$ cat config.mk
export PLATFORM = sky130hd
export DESIGN_NAME = rres_ctrl
export DESIGN_NICKNAME = d
export VERILOG_FILES = /design/src/hw/rtl/assert_macros.svh /design/src/hw/rtl/rres_pkg.sv /design/src/hw/rtl/rres_ctrl.sv
export SDC_FILE = /design/constraint.sdc
export NUM_CORES = 1
export LEC_CHECK = 0
export BUFFER_PORTS_ARGS = -buffer_cell sky130_fd_sc_hd__buf_2
export CORE_MARGIN = 2
export CORE_UTILIZATION = 53
export DETAILED_ROUTE_END_ITERATION = 6
export GPL_ROUTABILITY_DRIVEN = 0
export PLACE_DENSITY_LB_ADDON = 0.3
export SLEW_MARGIN = 20
export SYNTH_ARGS = -nofsm -noshare
export SYNTH_HDL_FRONTEND = slang
export SYNTH_SLANG_ARGS = --single-unit
export TNS_END_PERCENT = 100
$ cat constraint.sdc
create_clock -name clk -period 2.55 [get_ports clk]
set_clock_uncertainty 0.05 [all_clocks]
set_input_delay 0.255 -clock clk [delete_from_list [all_inputs] [get_ports clk]]
set_output_delay 0.255 -clock clk [all_outputs]
set_load 0.01 [all_outputs]
$ cat src/hw/rtl/assert_macros.svh
// Assertion helpers shared by the RTL; clk and arst_n are taken from the
// scope where a macro is used.
`ifndef ASSERT_MACROS_SVH
`define ASSERT_MACROS_SVH

// Antecedent and consequent in the same cycle.
`define ASSERT_IMP(lbl, ante, cons, msg) \
	lbl: assert property (@(posedge clk) disable iff (!arst_n) (ante) |-> (cons)) \
		else $error(msg);

// Consequent in the cycle after the antecedent.
`define ASSERT_NXT(lbl, ante, cons, msg) \
	lbl: assert property (@(posedge clk) disable iff (!arst_n) (ante) |=> (cons)) \
		else $error(msg);

`endif

$ cat src/hw/rtl/rres_pkg.sv
// ----------------------------------------------------------------------------
// rres_pkg
// Types, codes and fixed-point helpers of the rigid rotor Euler step block.
// ----------------------------------------------------------------------------
package rres_pkg;

	localparam int MAX_NODES_DEF    = 64;
	localparam int CORDIC_STEPS_DEF = 24;

	// node numbers and counts up to the largest vertex store
	localparam int NODE_W = 8;
	localparam int STEP_W = 5;
	localparam int LIMB_W = 3;
	localparam int CFG_IDX_W = 2;

	localparam logic [1:0] MODE_LOAD    = 2'd0;
	localparam logic [1:0] MODE_FORCE   = 2'd1;
	localparam logic [1:0] MODE_SAVE    = 2'd2;
	localparam logic [1:0] MODE_RESTORE = 2'd3;

	localparam logic [CFG_IDX_W-1:0] CFG_INV_INERTIA = 2'd0;
	localparam logic [CFG_IDX_W-1:0] CFG_NODE_COUNT  = 2'd1;

	localparam logic signed [33:0] GAIN_Q30    = 34'sh026DD3B6A;
	localparam logic signed [33:0] HALF_PI_Q28 = 34'sd421657428;
	localparam logic signed [33:0] PI_Q28      = 34'sd843314857;
	localparam logic [LIMB_W-1:0]  LIMB_LAST   = 3'd4;

	// datapath operations
	typedef logic [4:0] op_t;
	localparam op_t OP_NOP     = 5'd0;
	localparam op_t OP_LATCH   = 5'd1;
	localparam op_t OP_LOAD    = 5'd2;
	localparam op_t OP_SAVE    = 5'd3;
	localparam op_t OP_RESTORE = 5'd4;
	localparam op_t OP_RD      = 5'd5;
	localparam op_t OP_RX0     = 5'd6;
	localparam op_t OP_RX1     = 5'd7;
	localparam op_t OP_RY0     = 5'd8;
	localparam op_t OP_RY1     = 5'd9;
	localparam op_t OP_RFIN    = 5'd10;
	localparam op_t OP_P1      = 5'd11;
	localparam op_t OP_P2      = 5'd12;
	localparam op_t OP_MOM     = 5'd13;
	localparam op_t OP_MAG     = 5'd14;
	localparam op_t OP_LMUL    = 5'd15;
	localparam op_t OP_LACC    = 5'd16;
	localparam op_t OP_RATE    = 5'd17;
	localparam op_t OP_AMUL    = 5'd18;
	localparam op_t OP_ANG     = 5'd19;
	localparam op_t OP_CINIT   = 5'd20;
	localparam op_t OP_CRED    = 5'd21;
	localparam op_t OP_CSTART  = 5'd22;
	localparam op_t OP_CITER   = 5'd23;
	localparam op_t OP_CFIN    = 5'd24;
	localparam op_t OP_OUT     = 5'd25;

	typedef struct packed {
		logic [1:0]  mode;
		logic [5:0]  node_index;
		logic [31:0] coord_x;
		logic [31:0] coord_y;
		logic [31:0] force_x;
		logic [31:0] force_y;
		logic        last_force;
		logic [31:0] time_step;
	} in_item_t;

	typedef struct packed {
		op_t               op;
		logic [NODE_W-1:0] addr;
		logic [LIMB_W-1:0] limb;
		logic              pass;
		logic [STEP_W-1:0] step;
		logic              last;
	} cmd_t;

	typedef struct packed {
		logic [1:0]        mode;
		logic              last;
		logic [NODE_W-1:0] idx;
		logic              idx_in_use;
		logic              red_done;
		logic [NODE_W-1:0] n_m1;
	} stat_t;

	function automatic logic [31:0] atan_q30(input logic [4:0] i);
		case (i)
			5'd0:  return 32'h3243F6A8;
			5'd1:  return 32'h1DAC6705;
			5'd2:  return 32'h0FADBAFC;
			5'd3:  return 32'h07F56EA6;
			5'd4:  return 32'h03FEAB76;
			5'd5:  return 32'h01FFD55B;
			5'd6:  return 32'h00FFFAAA;
			5'd7:  return 32'h007FFF55;
			5'd8:  return 32'h003FFFEA;
			5'd9:  return 32'h001FFFFD;
			5'd10: return 32'h000FFFFF;
			5'd11: return 32'h0007FFFF;
			5'd12: return 32'h0003FFFF;
			5'd13: return 32'h0001FFFF;
			5'd14: return 32'h0000FFFF;
			5'd15: return 32'h00007FFF;
			5'd16: return 32'h00003FFF;
			5'd17: return 32'h00001FFF;
			5'd18: return 32'h00000FFF;
			5'd19: return 32'h000007FF;
			5'd20: return 32'h000003FF;
			5'd21: return 32'h000001FF;
			5'd22: return 32'h000000FF;
			5'd23: return 32'h0000007F;
			5'd24: return 32'h0000003F;
			5'd25: return 32'h0000001F;
			5'd26: return 32'h0000000F;
			5'd27: return 32'h00000008;
			5'd28: return 32'h00000004;
			5'd29: return 32'h00000002;
			5'd30: return 32'h00000001;
			default: return 32'h00000000;
		endcase
	endfunction

	function automatic logic [31:0] sat32(input logic signed [66:0] v);
		if (v[66:31] == '0 || v[66:31] == '1)
			return v[31:0];
		return v[66] ? 32'h80000000 : 32'h7FFFFFFF;
	endfunction

	function automatic logic [63:0] sat64(input logic signed [66:0] v);
		if (v[66:63] == '0 || v[66:63] == '1)
			return v[63:0];
		return v[66] ? 64'h8000000000000000 : 64'h7FFFFFFFFFFFFFFF;
	endfunction

	// (v + 2^29) >> 30, floor, then saturate
	function automatic logic [31:0] round_sat(input logic signed [66:0] v);
		logic signed [66:0] t;
		t = (v + 67'sd536870912) >>> 30;
		return sat32(t);
	endfunction

endpackage

$ cat src/hw/rtl/rres_ctrl.sv
// ----------------------------------------------------------------------------
// rres_ctrl
// Sequencer: dispatches items, steps the datapath and drives the handshakes.
// ----------------------------------------------------------------------------
module rres_ctrl import rres_pkg::*; #(
	parameter int CORDIC_STEPS = CORDIC_STEPS_DEF
) (
	input  logic  clk,
	input  logic  arst_n,
	input  logic  in_valid,
	output logic  in_ready,
	output logic  out_valid,
	input  logic  out_ready,
	input  stat_t stat,
	output cmd_t  cmd
);

	localparam logic [STEP_W-1:0] STEP_LAST = STEP_W'(CORDIC_STEPS - 1);

	localparam logic [4:0] S_IDLE   = 5'd0;
	localparam logic [4:0] S_DISP   = 5'd1;
	localparam logic [4:0] S_RD     = 5'd2;
	localparam logic [4:0] S_RX0    = 5'd3;
	localparam logic [4:0] S_RX1    = 5'd4;
	localparam logic [4:0] S_RY0    = 5'd5;
	localparam logic [4:0] S_RY1    = 5'd6;
	localparam logic [4:0] S_RFIN   = 5'd7;
	localparam logic [4:0] S_P1     = 5'd8;
	localparam logic [4:0] S_P2     = 5'd9;
	localparam logic [4:0] S_MOM    = 5'd10;
	localparam logic [4:0] S_MAG    = 5'd11;
	localparam logic [4:0] S_LMUL   = 5'd12;
	localparam logic [4:0] S_LACC   = 5'd13;
	localparam logic [4:0] S_RATE   = 5'd14;
	localparam logic [4:0] S_AMUL   = 5'd15;
	localparam logic [4:0] S_ANG    = 5'd16;
	localparam logic [4:0] S_CINIT  = 5'd17;
	localparam logic [4:0] S_CRED   = 5'd18;
	localparam logic [4:0] S_CSTART = 5'd19;
	localparam logic [4:0] S_CITER  = 5'd20;
	localparam logic [4:0] S_CFIN   = 5'd21;
	localparam logic [4:0] S_OUT    = 5'd22;

	logic [4:0] state_q, state_d;
	logic [NODE_W-1:0] k_q, k_d;
	logic [LIMB_W-1:0] limb_q, limb_d;
	logic pass_q, pass_d;
	logic [STEP_W-1:0] step_q, step_d;
	logic run_q, run_d;
	logic emit_q, emit_d;
	logic ovalid_q;
	logic out_free;

	assign in_ready  = (state_q == S_IDLE);
	assign out_valid = ovalid_q;
	assign out_free  = !ovalid_q || out_ready;

	always_comb begin
		state_d = state_q;
		k_d     = k_q;
		limb_d  = limb_q;
		pass_d  = pass_q;
		step_d  = step_q;
		run_d   = run_q;
		emit_d  = emit_q;
		cmd     = '0;
		cmd.limb = limb_q;
		cmd.pass = pass_q;
		cmd.step = step_q;
		cmd.addr = emit_q ? k_q : stat.idx;
		unique case (state_q)
			S_IDLE: begin
				if (in_valid) begin
					cmd.op  = OP_LATCH;
					state_d = S_DISP;
				end
			end
			S_DISP: begin
				run_d  = 1'b0;
				emit_d = 1'b0;
				unique case (stat.mode)
					MODE_LOAD: begin
						cmd.op  = OP_LOAD;
						state_d = S_IDLE;
					end
					MODE_SAVE: begin
						cmd.op  = OP_SAVE;
						state_d = S_IDLE;
					end
					MODE_RESTORE: begin
						cmd.op  = OP_RESTORE;
						state_d = S_CINIT;
					end
					MODE_FORCE: begin
						if (stat.idx_in_use)
							state_d = S_RD;
						else if (stat.last)
							state_d = S_MAG;
						else
							state_d = S_IDLE;
					end
				endcase
			end
			S_RD: begin
				cmd.op  = OP_RD;
				state_d = S_RX0;
			end
			S_RX0: begin
				cmd.op  = OP_RX0;
				state_d = S_RX1;
			end
			S_RX1: begin
				cmd.op  = OP_RX1;
				state_d = S_RY0;
			end
			S_RY0: begin
				cmd.op  = OP_RY0;
				state_d = S_RY1;
			end
			S_RY1: begin
				cmd.op  = OP_RY1;
				state_d = S_RFIN;
			end
			S_RFIN: begin
				cmd.op  = OP_RFIN;
				state_d = emit_q ? S_OUT : S_P1;
			end
			S_P1: begin
				cmd.op  = OP_P1;
				state_d = S_P2;
			end
			S_P2: begin
				cmd.op  = OP_P2;
				state_d = S_MOM;
			end
			S_MOM: begin
				cmd.op  = OP_MOM;
				state_d = stat.last ? S_MAG : S_IDLE;
			end
			S_MAG: begin
				cmd.op  = OP_MAG;
				run_d   = 1'b1;
				limb_d  = '0;
				pass_d  = 1'b0;
				state_d = S_LMUL;
			end
			S_LMUL: begin
				cmd.op  = OP_LMUL;
				state_d = S_LACC;
			end
			S_LACC: begin
				cmd.op = OP_LACC;
				if (limb_q == LIMB_LAST) begin
					limb_d = '0;
					pass_d = 1'b1;
					state_d = pass_q ? S_RATE : S_LMUL;
				end else begin
					limb_d  = limb_q + LIMB_W'(1);
					state_d = S_LMUL;
				end
			end
			S_RATE: begin
				cmd.op  = OP_RATE;
				state_d = S_AMUL;
			end
			S_AMUL: begin
				cmd.op  = OP_AMUL;
				state_d = S_ANG;
			end
			S_ANG: begin
				cmd.op  = OP_ANG;
				state_d = S_CINIT;
			end
			S_CINIT: begin
				cmd.op  = OP_CINIT;
				state_d = S_CRED;
			end
			S_CRED: begin
				// one step of pi per cycle until the angle is in range
				cmd.op  = OP_CRED;
				state_d = stat.red_done ? S_CSTART : S_CRED;
			end
			S_CSTART: begin
				cmd.op  = OP_CSTART;
				step_d  = '0;
				state_d = S_CITER;
			end
			S_CITER: begin
				cmd.op = OP_CITER;
				if (step_q == STEP_LAST) begin
					state_d = S_CFIN;
				end else begin
					step_d = step_q + STEP_W'(1);
				end
			end
			S_CFIN: begin
				cmd.op = OP_CFIN;
				if (run_q) begin
					emit_d  = 1'b1;
					k_d     = '0;
					state_d = S_RD;
				end else begin
					state_d = S_IDLE;
				end
			end
			S_OUT: begin
				// next vertex computes while the previous beat still waits
				if (out_free) begin
					cmd.op   = OP_OUT;
					cmd.addr = k_q;
					cmd.last = (k_q == stat.n_m1);
					if (k_q == stat.n_m1) begin
						state_d = S_IDLE;
					end else begin
						k_d     = k_q + NODE_W'(1);
						state_d = S_RD;
					end
				end
			end
			default: state_d = S_IDLE;
		endcase
	end

	always_ff @(posedge clk or negedge arst_n) begin
		if (!arst_n) begin
			state_q  <= S_IDLE;
			k_q      <= '0;
			limb_q   <= '0;
			pass_q   <= 1'b0;
			step_q   <= '0;
			run_q    <= 1'b0;
			emit_q   <= 1'b0;
			ovalid_q <= 1'b0;
		end else begin
			state_q <= state_d;
			k_q     <= k_d;
			limb_q  <= limb_d;
			pass_q  <= pass_d;
			step_q  <= step_d;
			run_q   <= run_d;
			emit_q  <= emit_d;
			if (cmd.op == OP_OUT)
				ovalid_q <= 1'b1;
			else if (out_ready)
				ovalid_q <= 1'b0;
		end
	end

endmodule
### After elaboration in Yosys (flattened, before gate mapping)

Cells that the tools add are included.

| storage, ports and cells | value |
|---|---|
| word-level logic and storage cells | 99 |
| flip-flop bits (word level) | 25 |

| operators by class | value |
|---|---|
| multiplexer cells | 36 |
| equality and inequality tests | 36 |
| reduce and logical (&&, ||, !) cells | 16 |
| add/subtract/negate cells | 3 |

Operators by type and width:

| kind | number |
|---|---|
| $pmux 5 s23 | 2 |
| $eq 5x5->1 const B | 9 |
| $eq 5x4->1 const B | 8 |
| $mux 8 | 5 |
| $mux 5 | 5 |
| $eq 5x3->1 const B | 4 |
| $pmux 8 s2 | 1 |
| $pmux 5 s3 | 1 |
| $ne 2x2->1 const B | 7 |
| $mux 13 | 1 |
| $reduce_bool 2->1 | 6 |
| $eq 5x2->1 const B | 2 |
| $pmux 5 s2 | 1 |
| $pmux 3 s3 | 1 |
| $add 8x1->8 const B | 1 |
| $eq 8x8->1 | 1 |
| $mux 1 | 8 |
| $mux 2 | 4 |
| $mux 4 | 2 |
| $pmux 1 s2 | 3 |
| $pmux 3 s2 | 1 |
| $reduce_and 2->1 | 3 |
| $add 5x1->5 const B | 1 |
| $eq 5x1->1 const B | 1 |
| 12 further kinds | 13 |

### Depth between registers and ports, before layout

| logic depth | value |
|---|---|
| depth in word-level cells | 6 |
| gate-level depth with buffers | 8 |
| depth with buffers taken out | 6 |

### Worst setup path after synthesis

OpenSTA, ideal clock, no wires.

| path | value |
|---|---|
| path kind | reg-to-output |
| start point | register state_q[4] |
| end point | output port cmd[10] in the netlist's numbering |
| data required time | 2.245 ns |
| path buffers | 2 |
| path slack | 0.492 ns |
| cell stages (with the launch flop) | 7 |
| arrival | 1.753 ns |
| path through | dfrtp_1 clkbuf_1 and3b_1 clkbuf_1 and2_1 a21oi_2 mux2_2 |

RTL lines:

| element | RTL line | RTL |
|---|---|---|
| start: declaration | rres_ctrl.sv:44 | `logic [4:0] state_q, state_d;` |
| start signal: assignment | rres_ctrl.sv:235 | `state_q <= state_d;` |
| end: declaration | rres_ctrl.sv:15 | `output cmd_t cmd` |

==> flow_metrics.tcl <==
set metrics [dict create \
    status "completed" \
    clk_latency_ps 320 \
    dp_hpwl_um 3410 \
    tritoncts "yes" \
    finalSetupViolCount 0 \
    antenna_found_initial 0 \
    end_kind "output port" \
    grt_pass1_vias 1752 \
    final_common_cell "buf_2" \
    grt_max_degree 26 \
    cts_made_buffers 3 \
    synth_top_area_share 0.322 \
    clkSinkCount 25 \
    final_cell_mix "buf_2 (49), dfrtp_1 (25), nand2_1 (23)" \
    core_sq_mm 0.00342 \
    synth_area_per_cell_sq_um 8.49 \
    hold_path_depth 3 \
    synthArstFlopShare 1.00 \
    htree_levels 1 \
    die_h_um 64.6 \
    max-cap-violations 0 \
    ctsHoldBuffers 1 \
    slew_viol_final 0 \
    rr_startpoint "state_q[1]" \
    ir_worst_vdd_uv 392 \
    cts_root_buf "clkbuf_4" \
    crit_arrival_ps 2080 \
    stdcell_count 322 \
    setup_slack_ps 163 \
    wl_per_cell_um 14.3 \
    yosysSeqAreaShare 0.322 \
    leakagePower_nw 1.13 \
    syn_to_final_growth_pct 16.7 \
    synthTopCellsByArea "dfrtp_1 (32%), xor2_1 (5.0%), mux2_2 (4.6%)" \
    die_w_um 64.6 \
    worst-path-max-fanout 8 \
    synth_warnings 0 \
    clk_pin_slew_ps 130 \
    clk_path_buf_depth 2 \
    ys_ff_latch 25 \
    drc 0 \
    synth_area_sq_mm 0.00194 \
    grt_usage 0.239 \
    p_per_area_mw_per_mm2 840 \
    synth-main-ff-cell "dfrtp_1" \
    r2r_end "k_q[7]" \
    wl_um 4590 \
    nets 306 \
    path_class "reg -> out" \
    critPathLaunch "state_q[1]" \
    yosysTopAreaCell "dfrtp_1" \
    worst_pin_slew_ps 571 \
    fin_crit_ps 2390 \
    hold_violations 0 \
    die_area_sq_mm 0.00417 \
    final_layout_size_suffix_gt1_frac 0.279 \
    n_antenna_cell 0 \
    drtIter0Drc 150 \
    synth_edf_count 0 \
    dp_cells 317 \
    fmax_mhz 419 \
    cts_setup_buffers 0 \
    totalPowerFinal_mw 1.91 \
    fin_crit_sh 0.936 \
    port_buffers 49 \
    viasPerCell 5.86 \
    synth_nets 258 \
    r2r_setup_slack_ps 530 \
    ios 50 \
    firstDrtPassIters 4 \
    rsz0062_at_grt "false" \
    ant_nets 0 \
    hp-class "in -> reg" \
    rows 21 \
    synth.distinct_cells 53 \
    grt_pass1_wl_um 7990 \
    r2r_cells 5 \
    tns_ps 0 \
    slew_headroom 0.619 \
    hold_start "stat[9]" \
    syn_inst 229 \
    crit_path_start_kind "flop" \
    overflow 0 \
    pre_cts_slack_ps 528 \
    whs_ps 180 \
    n_fill_cell 286 \
    cp.required_ps 2250 \
    holdPathEnd "state_q[3]" \
    initial_utilization 0.569 \
    num_vias 1886 \
    ctsResizeCount 0 \
]
how the worst max path moves through the flow:
| stage | to | slack (ps) | cells after the start |
|---|---|---|---|
| after floorplan | cmd[10] | 490 | 6 |
| after global placement | k_q[7] | 550 | 5 |
| after detailed placement | cmd[12] | 530 | 5 |
| after CTS | cmd[12] | 150 | 5 |
| after global routing | cmd[13] | 7 | 5 |
| final | cmd[11] | 160 | 5 |
registers in the layout, indices dropped and copies added (netlist names):
signal,cells
emit_q,1
k_q,8
limb_q,3
out_valid,1
pass_q,1
run_q,1
state_q,5
step_q,5
power breakdown:
group | internal [mW] | switching, mW
clock | 0.0612 | 0.115
sequential | 0.492 | 0.115
combinational | 0.476 | 0.647
total | 1.03 | 0.878
cell type report:
| class | instances | area [sq um] | area share |
|---|---|---|---|
| clock buffer | 4 | 26.3 | 0.0116 |
| inverter | 5 | 18.8 | 0.00827 |
| multi-input combinational | 183 | 1220 | 0.537 |
| sequential | 25 | 626 | 0.276 |
| tap | 46 | 57.6 | 0.0254 |
| timing repair buffer | 59 | 323 | 0.142 |
worst max-delay path, stage by stage, from the launching register on:
cell and delay [ps]:
dfrtp_1 400, nor2b_1 200, and2_1 210, a21oi_2 430, mux2_2 390, buf_2 140
Yosys cell counts (all sizes together), types with 6 or more instances:
library cell and count:
a21oi 14, and3 7, buf 6, clkbuf 10, dfrtp 25, mux2 8
nand2 24, nand3 11, nand4 6, nor2 22, o21ai 11, xor2 11
cell families after synthesis:
family / count (synthesis) / share of synthesized area
AO/OA/AOI/OAI: 59 / 0.210
XOR/XNOR: 14 / 0.0631
multiplexers: 9 / 0.0515
flip-flops: 25 / 0.322
adder cells (fa/ha/maj): 5 / 0.0309
buffers and inverters: 21 / 0.0515
AND/OR/NAND/NOR: 96 / 0.271
layer usage:
layer / routed length (um) / track usage / vias up
met5: 0 / 0 / -
met3: 333 / 0.0486 / 14
li1: - / - / 928
met2: 2120 / 0.384 / 93
met4: 91 / 0.0638 / 0
met1: 2050 / 0.330 / 851
through the flow:
step           utilization  instance area (sq um)
6_report             0.664                   2270
5_1_grt              0.664                   2270
4_1_cts              0.664                   2270
3_5_place_dp         0.653                   2230
3_3_place_gp         0.653                   2230
2_1_floorplan            -                   1940
Power figures use the tool's default switching activity.
